**config.mk**
```make
export PLATFORM = sky130hd
export DESIGN_NAME = tme_front
export DESIGN_NICKNAME = d
export VERILOG_FILES = /design/src/hw/rtl/tme_pkg.sv /design/src/hw/rtl/tme_front.sv
export SDC_FILE = /design/constraint.sdc
export NUM_CORES = 1
export LEC_CHECK = 0
export BUFFER_PORTS_ARGS = -buffer_cell sky130_fd_sc_hd__buf_2
export CORE_UTILIZATION = 56
export DETAILED_ROUTE_END_ITERATION = 10
export PLACE_DENSITY = 0.86
export SLEW_MARGIN = 15
export SYNTH_ARGS = -nofsm -noshare
export SYNTH_HDL_FRONTEND = slang
export SYNTH_SLANG_ARGS = --single-unit
```
**constraint.sdc**
```tcl
create_clock -name clk -period 4.4 [get_ports clk]
set_clock_uncertainty 0.15 [all_clocks]
set_input_delay 0.22 -clock clk [delete_from_list [all_inputs] [get_ports clk]]
set_output_delay 0.22 -clock clk [all_outputs]
set_load 0.01 [all_outputs]
```
**src/hw/rtl/tme_pkg.sv**
```systemverilog
// tape machine execute unit: shared types, opcodes and command classes
// used by the front end, the command queue, the back end and the top level
package tme_pkg;

    localparam int TAPE_AW = 15;
    localparam int TAPE_DEPTH = 1 << TAPE_AW;
    localparam int AMT_W = 12;
    localparam int QAW = 2;
    localparam int QDEPTH = 1 << QAW;

    localparam logic [2:0] OP_RIGHT = 3'd0;
    localparam logic [2:0] OP_LEFT  = 3'd1;
    localparam logic [2:0] OP_ADD   = 3'd2;
    localparam logic [2:0] OP_SUB   = 3'd3;
    localparam logic [2:0] OP_OUT   = 3'd4;
    localparam logic [2:0] OP_IN    = 3'd5;
    localparam logic [2:0] OP_OPEN  = 3'd6;
    localparam logic [2:0] OP_CLOSE = 3'd7;

    localparam logic [2:0] K_MOVE  = 3'd0;
    localparam logic [2:0] K_ADD   = 3'd1;
    localparam logic [2:0] K_SET   = 3'd2;
    localparam logic [2:0] K_OUT   = 3'd3;
    localparam logic [2:0] K_OPEN  = 3'd4;
    localparam logic [2:0] K_CLOSE = 3'd5;

    typedef struct packed {
        logic [2:0]       opcode;
        logic [AMT_W-1:0] amount;
        logic [7:0]       in_byte;
    } cmd_t;

    typedef struct packed {
        logic       emit_valid;
        logic [7:0] emit_byte;
        logic       jump_taken;
    } res_t;

    typedef struct packed {
        logic [2:0]         kind;
        logic [TAPE_AW-1:0] addr;
        logic [7:0]         data;
    } qent_t;

    function automatic logic [TAPE_AW-1:0] step_of(input logic [AMT_W-1:0] amount);
        logic [AMT_W+TAPE_AW-1:0] ext;
        ext = (AMT_W + TAPE_AW)'(amount);
        return ext[TAPE_AW-1:0];
    endfunction

endpackage

```
**src/hw/rtl/tme_front.sv**
```systemverilog
// front end: accepts commands, keeps the data pointer and classifies each
// command into a queue entry; depends on tme_pkg
module tme_front (
    input  logic          clk,
    input  logic          rst_n,
    input  logic          cmd_valid,
    output logic          cmd_ready,
    input  tme_pkg::cmd_t cmd,
    input  logic          clear_done,
    input  logic          q_full,
    output logic          push,
    output tme_pkg::qent_t push_ent
);
    import tme_pkg::*;

    logic [TAPE_AW-1:0] ptr_reg;
    logic [TAPE_AW-1:0] ptr_next;
    logic [TAPE_AW-1:0] step;

    assign cmd_ready = clear_done && !q_full;
    assign push = cmd_valid && cmd_ready;
    assign step = step_of(cmd.amount);

    always_comb
    begin
        ptr_next = ptr_reg;
        push_ent.addr = ptr_reg;
        push_ent.kind = K_MOVE;
        push_ent.data = 8'd0;
        case (cmd.opcode)
            OP_RIGHT: ptr_next = ptr_reg + step;
            OP_LEFT:  ptr_next = ptr_reg - step;
            OP_ADD:
            begin
                push_ent.kind = K_ADD;
                push_ent.data = cmd.amount[7:0];
            end
            OP_SUB:
            begin
                push_ent.kind = K_ADD;
                push_ent.data = 8'd0 - cmd.amount[7:0];
            end
            OP_OUT:   push_ent.kind = K_OUT;
            OP_IN:
            begin
                push_ent.kind = K_SET;
                push_ent.data = cmd.in_byte;
            end
            OP_OPEN:  push_ent.kind = K_OPEN;
            OP_CLOSE: push_ent.kind = K_CLOSE;
            default:  push_ent.kind = K_MOVE;
        endcase
    end

    always_ff @(posedge clk or negedge rst_n)
    begin
        if (!rst_n)
            ptr_reg <= '0;
        else if (push)
            ptr_reg <= ptr_next;
    end

endmodule

```
; After elaboration in Yosys (flattened, before gate mapping)
; Cells that the tools add are included.
[classes]
addsub = 3
n_reduce_logical = 7
n_mux = 3
n_eq_ne = 7
[ops]
columns = operator, n
row1 = $pmux W15 S2, 1
row2 = $pmux W8 S3, 1
row3 = $add A15 B12 Y15, 1
row4 = $pmux W3 S5, 1
row5 = $sub A15 B12 Y15, 1
row6 = $eq A3 B3 Y1 const B, 4
row7 = $sub A1 B8 Y8 const A, 1
row8 = $eq A3 B2 Y1 const B, 2
row9 = $eq A3 B1 Y1 const B, 1
row10 = $logic_not A3 Y1, 1
row11 = $logic_and A1 B1 Y1, 2
row12 = $reduce_and A2 Y1, 1
row13 = $reduce_bool A2 Y1, 1
row14 = $reduce_or A2 Y1, 1
row15 = $logic_not A1 Y1, 1
[word_totals]
out_inout_bits = 28
register_bits = 15
inputBits = 28

; Longest topological paths before layout
[logic_depth]
depth_word = 4
mapped_depth = 13
mapped_depth_nobuf = 12

; Least setup slack after synthesis
; Ideal clock, no wire load.
[synth_timing]
path_type = in2reg
start = input cmd[10] in the netlist's numbering
end = register ptr_reg[14]
required_ns = 4.122
arrival_time_ns = 3.116
cell_stages = 13
path_buffers = 1
setup_slack_ns = 1.007
setup_time_ns = 0.128
cell_sequence = or3_4 > or3_4 > or3_1 > o31ai_2 > xor2_1 > ha_1 > clkbuf_1 > a21o_1 > a211oi_1 > or3_1 > a211o_1 > nand4_1 > o31ai_2
[synth_between]
elab_chain_cells = 2
[synth_rtl]
columns = element, line
row1 = start: declaration, tme_front.sv:8  ; input tme_pkg::cmd_t cmd,
row2 = $sub A15 B12 Y15 or $add A15 B12 Y15 (tied branches), "tme_front.sv:32, tme_front.sv:31"
row3 = $pmux W15 S2 (*), tme_front.sv:30  ; case (cmd.opcode)
row4 = end signal: assignment, tme_front.sv:60  ; ptr_reg <= ptr_next;
row5 = end: declaration, tme_front.sv:16  ; logic [TAPE_AW-1:0] ptr_reg;
; Mark *: on every way between the ends. The rest lies on a longest branch, timed or not.
; A chain may end at the register's enable or synchronous reset.

; Final worst setup path
; Ends and elaborated chain as after synthesis.

==> summary.txt <==
Layout
  – ANT cells: 0
  – Commonest non-fill, non-tap cells in the layout: buf_2 (55), nand2_1 (27), o21ai_0 (22), ha_1 (15), dfrtp_1 (15)
  – Fin nets: 319
  – Fraction of layout cells with a size suffix above 1: 24.1%
  – Area delta synth->final: 18.9%
  – FF+latch area: 375 sq um
  – Final Core Density: 70.0%
  – Commonest non-fill, non-tap cell in the layout: buf_2
  – FILL cells: 258
  – Max reg flops: 15
  – Area occupied by multi-input gates: about 0.0013 sq mm

Timing
  – Final hold viol count: 0
  – Max Freq: 301 MHz
  – Final WS setup: 1.07 ns
  – Pins Over Slew Limit: 0
  – Period minus WS final: 3.33 ns
  – Tightest Pin Transition: ~0.95 ns
  – Hold Worst Slack: 0.176 ns
  – Slew margin rel.: 36.1%
  – RSZ-0062 raised after global routing: no
  – Setup TNS Final: 0 ns
  – Final number of setup-violating endpoints: 0
  – Final Cycle Share: 75.6%

Clock network
  – CTS buffer count: 3
  – Clk root buf: clkbuf_4
  – CTS tree: built
  – # resized after CTS: 0
  – Post-CTS Setup Bufs: 0
  – CTS sink cnt: 15
  – Post-CTS Hold Fix Bufs: 1
  – CTS max path bufs: 2
  – Worst skew pair latency: ~0.30 ns
  – # H-tree levels: 1
  – Clk slew on worst S/H paths: 0.11 ns

Routing
  – 1st-pass router iterations: 4
  – DR top layer: met4
  – Post-DR vias/cell: about 5.8
  – Vias: between 1,500 and 2,000
  – DRC: 0
  – Wire length on met1: 1.85 mm
  – Met3 routed WL: 151 um
  – DR iter-0 viols: 101
  – Wire length per cell: 13.5 um
  – Final WL: 4.29 mm
  – WL met2: 2.22 mm
  – Final ANT Viol Nets: 0

Global routing
  – Vias in the first global route: 1,644
  – Global Route Usage Sum: 26.5%
  – Grt total ovfl: 0
  – Largest net degree at the start of global routing: 30
  – Initial antenna violation count: 0
  – First-pass GRT wire length: around 7 mm

Logic synthesis
  – Share of the yosys chip area belonging to registers: 21.1%
  – Area contributors post-synth: dfrtp_1 (21%), ha_1 (11%), xnor2_1 (6.4%)
  – Post-Syn Area: between 0.0015 and 0.002 sq mm
  – Ys Warns: 0
  – Syn nets: 266
  – Post-synth top area cell: dfrtp_1
  – Post-synthesis average cell area: 8.03 sq um
  – EDFF count, synth: 0
  – Synth Instances: 222
  – Post-synth top area share: around a fifth
  – #FFs+latches synth: 15
  – Ys async rst share: 100%
  – Most used DFF post-synth: dfrtp_1
  – Distinct cells, synth: 42

Pwr
  – Overall power: roughly 0.0011 W
  – Leakage Power: 1.05 nW
  – Peak supply drop: between 0.4 and 0.5 mV
  – PD cells: 495 mW/mm^2

Die
  – Row count: 20
  – Die height: 58.4 um
  – Core area: 0.00303 sq mm
  – Die ar.: 0.00341 sq mm
  – Die width: between 50 and 60 um
  – I/O Pins: 56
  – Initial Util: between 50 and 60%

Run
  – Max Cap Violations: 0

Place
  – Routability cong.: between 0.8 and 0.9
  – Detailed placer's ending HPWL: 3.39 mm
  – Port Buffers: 55
  – Pre-CTS setup slack: 0.787 ns

Critical path
  – Crit. Startpoint: cmd[10]
  – Worst Setup Start Kind: input pin
  – R2R Path End: ptr_reg[14]
  – R2R Path Start: ptr_reg[0]
  – Critical path arrival: 3.39 ns
  – FF-to-FF setup slack: between 1.5 and 2 ns
  – Crit. End Element: flip-flop
  – Critical Path RT: between 4 and 5 ns
  – Worst reg2reg path depth: 10
  – Crit path max fanout: 7
  – Crit path capture: ptr_reg[14]
  – Crit path kind: in2reg

Min path
  – Hold/Removal Path Class: in2reg

Outcome
  – Status: finished, final reports clean
==> metal layers <==
metal  vias up  GRT usage [%]
met5         -              0
met4         0           7.14
met3         9           3.96
met2        53           47.8
met1       869           32.8
li1        921              -
==> cell usage after synthesis (3+ instances only) <==
master     n
a211oi_1   3
a21o_1     4
a21oi_1    9
a32o_1     6
and2_1     3
clkbuf_1   8
dfrtp_1   15
ha_1      15
inv_1      8
mux2i_1    3
nand2_1   27
nand2b_1   8
nand3_1    5
nand4_1    4
nor2_1     8
nor2b_1    7
nor3_1     3
o21ai_0   22
o21bai_1   3
o31ai_1    5
or3_1      6
xnor2_1   13
xor2_1    10
==> area by class of cell <==
type | instances | area share, %
Clock buffer | 3 | 1.06
Tap cell | 44 | 2.60
Timing Repair Buffer | 56 | 13.5
Multi-Input combinational cell | 191 | 63.5
Clock inverter | 1 | 0.236
Sequential cell | 15 | 17.7
Inverter | 8 | 1.42
==> how the worst min path moves through the flow <==
stage / from / cells after the start / to
2_1_floorplan: rst_n / 0 / ptr_reg[0]
3_3_place_gp: rst_n / 1 / ptr_reg[9]
3_5_place_dp: rst_n / 1 / ptr_reg[12]
4_1_cts: cmd[8] / 3 / ptr_reg[0]
5_1_grt: cmd[8] / 3 / ptr_reg[0]
6_report: cmd[8] / 3 / ptr_reg[0]
==> metrics by stage <==
stage	area, sq um	instances
floorplan	1780	222
global placement	2080	313
detailed placement	2080	313
CTS	2120	318
global route	2120	318
finish	2120	318
==> critical path: stages <==
cell and delay, ns:
buf_2 0.14, or3_4 0.40, or3_4 0.35, or3_1 0.40, nand2_1 0.10, xor2_1 0.20
ha_1 0.33, a21oi_1 0.21, o21ai_0 0.11, a31oi_1 0.39, a211oi_1 0.17, xnor2_1 0.17
o31ai_2 0.19
==> where the power goes <==
| group | internal (W) | leakage, nW | switching, W |
|---|---|---|---|
| Sequential | 0.000200 | 0.189 | 0.0000591 |
| Combinational | 0.000307 | 0.842 | 0.000399 |
| Clock | 0.0000339 | 0.0177 | 0.0000514 |
==> logic make-up after synthesis <==
| family | count (synthesis) | synth area share [%] |
|---|---|---|
| compound gates | 67 | 26.5 |
| buf+inv | 16 | 3.37 |
| xor+xnor | 23 | 11.3 |
| mux | 3 | 1.68 |
| simple gates | 82 | 24.5 |
| flops | 15 | 21.1 |
| fa+ha+maj | 16 | 11.6 |
No activity file was read; power rests on OpenSTA's default activity.
