--- config.mk ---
export PLATFORM = sky130hd
export DESIGN_NAME = tme_queue
export DESIGN_NICKNAME = d
export VERILOG_FILES = /design/src/hw/rtl/tme_pkg.sv /design/src/hw/rtl/tme_queue.sv
export SDC_FILE = /design/constraint.sdc
export NUM_CORES = 1
export LEC_CHECK = 0
export ABC_AREA = 1
export ABC_CLOCK_PERIOD_IN_PS = 2250
export BUFFER_PORTS_ARGS = -buffer_cell sky130_fd_sc_hd__clkbuf_2
export CAP_MARGIN = 20
export CELL_PAD_IN_SITES_DETAIL_PLACEMENT = 1
export CELL_PAD_IN_SITES_GLOBAL_PLACEMENT = 2
export CORE_AREA = 5 5 114 116
export CTS_BUF_LIST = sky130_fd_sc_hd__clkbuf_16
export DETAILED_ROUTE_END_ITERATION = 8
export DIE_AREA = 0 0 119 121
export PLACE_DENSITY = 0.78
export REMOVE_ABC_BUFFERS = 1
export SYNTH_ARGS = -nofsm -noshare
export SYNTH_HDL_FRONTEND = slang
export SYNTH_SLANG_ARGS = --single-unit
--- constraint.sdc ---
create_clock -name clk -period 2.25 [get_ports clk]
set_input_delay 0.3375 -clock clk [delete_from_list [all_inputs] [get_ports clk]]
set_output_delay 0.3375 -clock clk [all_outputs]
set_load 0.005 [all_outputs]
--- src/hw/rtl/tme_pkg.sv ---
// tape machine execute unit: shared types, opcodes and command classes
// used by the front end, the command queue, the back end and the top level
package tme_pkg;

    localparam int TAPE_AW = 15;
    localparam int TAPE_DEPTH = 1 << TAPE_AW;
    localparam int AMT_W = 12;
    localparam int QAW = 2;
    localparam int QDEPTH = 1 << QAW;

    localparam logic [2:0] OP_RIGHT = 3'd0;
    localparam logic [2:0] OP_LEFT  = 3'd1;
    localparam logic [2:0] OP_ADD   = 3'd2;
    localparam logic [2:0] OP_SUB   = 3'd3;
    localparam logic [2:0] OP_OUT   = 3'd4;
    localparam logic [2:0] OP_IN    = 3'd5;
    localparam logic [2:0] OP_OPEN  = 3'd6;
    localparam logic [2:0] OP_CLOSE = 3'd7;

    localparam logic [2:0] K_MOVE  = 3'd0;
    localparam logic [2:0] K_ADD   = 3'd1;
    localparam logic [2:0] K_SET   = 3'd2;
    localparam logic [2:0] K_OUT   = 3'd3;
    localparam logic [2:0] K_OPEN  = 3'd4;
    localparam logic [2:0] K_CLOSE = 3'd5;

    typedef struct packed {
        logic [2:0]       opcode;
        logic [AMT_W-1:0] amount;
        logic [7:0]       in_byte;
    } cmd_t;

    typedef struct packed {
        logic       emit_valid;
        logic [7:0] emit_byte;
        logic       jump_taken;
    } res_t;

    typedef struct packed {
        logic [2:0]         kind;
        logic [TAPE_AW-1:0] addr;
        logic [7:0]         data;
    } qent_t;

    function automatic logic [TAPE_AW-1:0] step_of(input logic [AMT_W-1:0] amount);
        logic [AMT_W+TAPE_AW-1:0] ext;
        ext = (AMT_W + TAPE_AW)'(amount);
        return ext[TAPE_AW-1:0];
    endfunction

endpackage

--- src/hw/rtl/tme_queue.sv ---
// short command queue between front end and back end
// depends on tme_pkg
module tme_queue (
    input  logic           clk,
    input  logic           rst_n,
    input  logic           push,
    input  tme_pkg::qent_t push_ent,
    output logic           full,
    output logic           head_valid,
    output tme_pkg::qent_t head,
    input  logic           pop
);
    import tme_pkg::*;

    qent_t          q_mem [QDEPTH];
    logic [QAW-1:0] wr_ptr_reg;
    logic [QAW-1:0] rd_ptr_reg;
    logic [QAW:0]   cnt_reg;
    logic [QAW:0]   cnt_next;

    assign full = (cnt_reg == (QAW + 1)'(QDEPTH));
    assign head_valid = (cnt_reg != '0);
    assign head = q_mem[rd_ptr_reg];

    always_comb
    begin
        cnt_next = cnt_reg;
        if (push && !pop)
            cnt_next = cnt_reg + 1'b1;
        else if (pop && !push)
            cnt_next = cnt_reg - 1'b1;
    end

    always_ff @(posedge clk)
    begin
        if (push)
            q_mem[wr_ptr_reg] <= push_ent;
    end

    always_ff @(posedge clk or negedge rst_n)
    begin
        if (!rst_n)
        begin
            wr_ptr_reg <= '0;
            rd_ptr_reg <= '0;
            cnt_reg <= '0;
        end
        else
        begin
            if (push)
                wr_ptr_reg <= wr_ptr_reg + 1'b1;
            if (pop)
                rd_ptr_reg <= rd_ptr_reg + 1'b1;
            cnt_reg <= cnt_next;
        end
    end

    assert property (@(posedge clk) disable iff (!rst_n) cnt_reg <= (QAW + 1)'(QDEPTH))
        else $error("queue count overflow");
    assert property (@(posedge clk) disable iff (!rst_n) !(push && full))
        else $error("push into full queue");
    assert property (@(posedge clk) disable iff (!rst_n) !(pop && !head_valid))
        else $error("pop from empty queue");

endmodule

Yosys cells after proc, flatten, opt, wreduce, memory -nomap -nowiden:

Memories as Yosys holds them, arrays and structs flattened.
Index checks and enable logic that the tools add are counted.
Widths: inputs -> output; s select.

* bits of input ports: 30
* memories: 1
* logic and storage cells: 19
* output and inout port bits: 28
* bits in registers: 7
* bits in writable memories: 104

Memory list
* q_mem: words 4, width 26, rd ports 1, clocked after memory_dff 0, wr ports 1, line tme_queue.sv:15 `qent_t q_mem [QDEPTH];`

* reductions and logical operators: 6
* equality and inequality tests: 1
* add/subtract/negate cells: 4
* multiplexer cells: 4

Operators by type and width (count)
* $mux 3: 2
* $add 2x1->2 const B: 2
* $add 3x1->3 const B: 1
* $eq 3x3->1 const B: 1
* $reduce_bool 3->1: 1
* $sub 3x1->3 const B: 1
* $logic_and 1x1->1: 2
* $logic_not 1->1: 2
* $mux 1: 2
* $reduce_bool 2->1: 1

Longest topological paths before layout:

* word-level depth: 4
* gate-level depth with buffers: 9
* gate-level depth less buffers: 9

Worst setup path after synthesis:

Ideal clock, no wire load.

* kind: register to register
* start point: register wr_ptr_reg[0]
* end point: memory q_mem[0][0] in the netlist's numbering (enable)
* buffers on the path: 0
* data required time: 1.869 ns
* arrival: 1.190 ns
* library setup time: 0.381 ns
* slack: 0.679 ns
* cell stages (with the launch flop): 5
* clock period less this slack: 1.571 ns
* cell sequence: dfrtp_1 > inv_1 > ha_1 > nand2_1 > inv_1

RTL lines
* from (decl): line tme_queue.sv:16 `logic [QAW-1:0] wr_ptr_reg;`
* from (signal assigned): line tme_queue.sv:51 `wr_ptr_reg <= wr_ptr_reg + 1'b1;`
* to (decl): line tme_queue.sv:15

Straight into the memory's write port.

==> results.py <==
metrics = {
    "clock_tree": {
        "cts_root_buf": "clkbuf_16",
        "cts_buffer_depth": 2,
        "h-tree-depth": 3,
        "cts.sinks": 111,
        "post_cts.repair.setup_buffers": 0,
        "clkLatencyLatePin_ns": 0.34,
        "cts-resized-gates": 0,
        "cts_tree": "yes",
        "cts_made_buffers": 9,
        "cts_hold_buffers": 1,
        "clkSlewWorstSetupHoldPaths_ns": 0.07,
    },
    "sta": {
        "worstMarginPinSlew_ns": 0.448,
        "grt_setup_unrepaired": "no",
        "slew_headroom_pct": 70.1,
        "final-setup-viol-count": 0,
        "finalCriticalPeriod_ns": 2.04,
        "skew_ns": 0.00840,
        "hold_violations": 0,
        "finalCritPeriodShare_pct": 90.7,
        "slew_violations": 0,
        "hold_slack_ns": 0.212,
        "max_freq_mhz": 490,
    },
    "logic_synthesis": {
        "ys_types": 20,
        "netlist_instances": 352,
        "seq_area_frac_synth_pct": 70.8,
        "synth_top_area_cell": "edfxtp_1",
        "synthTopCellsByArea": "edfxtp_1, nand2_1, o211ai_1, o211ai_2, inv_1",
        "syn_avg_cell_area_um2": 13.2,
        "synth_top_area_share_pct": 67.1,
        "synth_warnings": 0,
        "ys_ff_latch": 111,
        "syn-cell-area_um2": 4660,
    },
    "power_and_ir_drop": {
        "p_clk_share_pct": 23.2,
        "p_sw_share_pct": 34.2,
        "power_frac_seq_pct": 43.8,
        "leakage_nw": 2.24,
        "power.share.combinational_pct": 33.0,
        "p_sw_w": 0.00231,
        "irDropWorstVdd_mv": 0.546,
        "powerDensity_nw_per_um2": 1260,
        "power_w": 0.00675,
        "p_int_w": 0.00444,
    },
    "critical_path": {
        "critPathMaxFanout": 30,
        "crit_buf_inv": 2,
        "cp_top_family": "flip-flops",
        "rr_worst_depth": 5,
        "crit_start": "rd_ptr_reg[0]",
        "regToRegSetupSlack_ns": 0.77,
        "worstPathCellList": "buf_4, nand2_1, o211ai_1, nand2_1, clkbuf_2",
        "cpMostUsedCell": "nand2_1",
        "cp.required_ns": 1.91,
        "endpoint_kind": "primary output",
        "arrival_ns": 1.70,
        "critPathMaxStageDelay_ns": 0.65,
        "critPathLaunchType": "register",
        "r2r-end": "q_mem[1][14]",
        "crit_slowest_cell": "dfrtp_4",
        "r2r_start": "wr_ptr_reg[1]",
        "worst-setup-path-type": "reg2out",
    },
    "hold_path": {
        "holdPathEnd": "q_mem[3][23]",
        "min-delay-path-class": "in2reg",
        "hold_path.startpoint": "push_ent[23]",
        "hold_depth": 1,
    },
    "global_route": {
        "grt_max_degree": 43,
        "grt_pass1_wl_mm": 15.1,
        "grt_pass1_vias": 2896,
        "antenna_found_initial": 0,
        "grt-ovfl-total": 0,
        "track_usage_pct": 13.6,
    },
    "placement": {
        "numPortBuffers": 57,
        "hpwl_mm": 5.84,
        "placed_cells": 547,
        "gp_congestion": 0.715,
        "dpl-instance-area_um2": 5070,
    },
    "detailed_routing": {
        "wire_per_inst_um": 16.2,
        "dr.pass1.iters": 4,
        "antenna_left": 0,
        "vias": 2707,
        "wl_mm": 9.12,
        "drc": 0,
        "drtIter0Drc": 173,
        "via_per_inst": 4.80,
    },
    "finish": {
        "largest_reg_flops": 104,
        "insertedDiodeCount": 0,
        "final_cell_area_um2": 5380,
        "areaGrowthSynthToFinish_pct": 15.4,
        "finalNetCount": 448,
        "fin_cells": 564,
        "final_layout_size_suffix_gt1_share_pct": 24.5,
    },
    "die": {
        "core_um2": 11800,
        "io_pins": 58,
        "dieArea_um2": 14400,
        "start_util_pct": 39.4,
        "die_h_um": 121,
        "die_x_um": 119,
        "rows": 40,
    },
    "run": {
        "maxCapViolCount": 0,
    },
    "status": {
        "status": "finished clean",
    },
}
[layout make-up]
type	count	area, um^2
clock buffer	9	225
clock inverter	7	72.6
fill	1245	6440
inverter	64	243
multi-input combinational	159	973
sequential	111	3300
tap	147	184
timing repair buffer	67	375
[stage by stage]
stage	TNS (ns)	setup slack [ns]	utilization, %
finish	0	0.209	45.5
global route	0	0.0677	45.5
CTS	0	0.172	45.5
detailed placement	0	0.575	42.9
global placement	0	0.617	42.9
floorplan	-15.86	-0.589	-
[kinds of logic (layout without fill, tap and decap cells)]
| logic type | count (synthesis) | after routing | synth area share, % |
|---|---|---|---|
| flops | 111 | 111 | 70.8 |
| simple gates | 96 | 96 | 7.85 |
| buf+inv | 82 | 147 | 8.28 |
| compound gates | 53 | 53 | 10.5 |
| fa+ha+maj | 6 | 6 | 1.77 |
| xor+xnor | 4 | 4 | 0.752 |
[power groups by stage]
stage | sequential, W | combinational [W] | clock [W]
after floorplan | 0.00313 | 0.00115 | 0
after global placement | 0.00298 | 0.00225 | 0
after detailed placement | 0.00300 | 0.00229 | 0
after CTS | 0.00296 | 0.00231 | 0.00162
after global routing | 0.00300 | 0.00254 | 0.00170
final | 0.00295 | 0.00223 | 0.00157
[layout by cell type (no fill, tap or decap), types with 2 or more instances in the layout]
cell and instances:
clkbuf_2 57, o211ai_1 33, ha_1 5, xor2_1 3, buf_4 8, inv_1 63
clkinv_4 2, nand2_1 92, dfrtp_1 6, clkbuf_16 9, edfxtp_1 104, o211ai_2 19
[worst max path at each step]
stage / cells past startpoint / slack (ns) / end
after floorplan: 2 / -0.59 / head[0]
after global placement: 4 / 0.62 / head[25]
after detailed placement: 5 / 0.58 / head[14]
after CTS: 5 / 0.17 / head[9]
after global routing: 5 / 0.07 / head[9]
final: 5 / 0.21 / head[9]
[synthesized netlist by cell type]
master	count
buf_8	1
xor2_1	3
o211ai_1	33
ha_1	5
edfxtp_1	104
nand2_1	92
buf_6	7
inv_1	63
dfrtp_1	7
buf_2	9
nand4_1	1
inv_4	1
nor2_1	1
o211ai_2	19
xnor2_1	1
clkbuf_1	1
o21ai_1	1
nand3_1	1
fa_1	1
nor3_1	1
[layer usage]
metal | GRT usage (%) | vias to the layer above | share of wire [%]
li1 | - | 1323 | -
met1 | 16.5 | 1326 | 44
met2 | 23.1 | 46 | 50
met3 | 3.68 | 12 | 3.9
met4 | 5.65 | 0 | 1.9
met5 | 0 | - | 0
No activity file was read; power rests on OpenSTA's default activity.
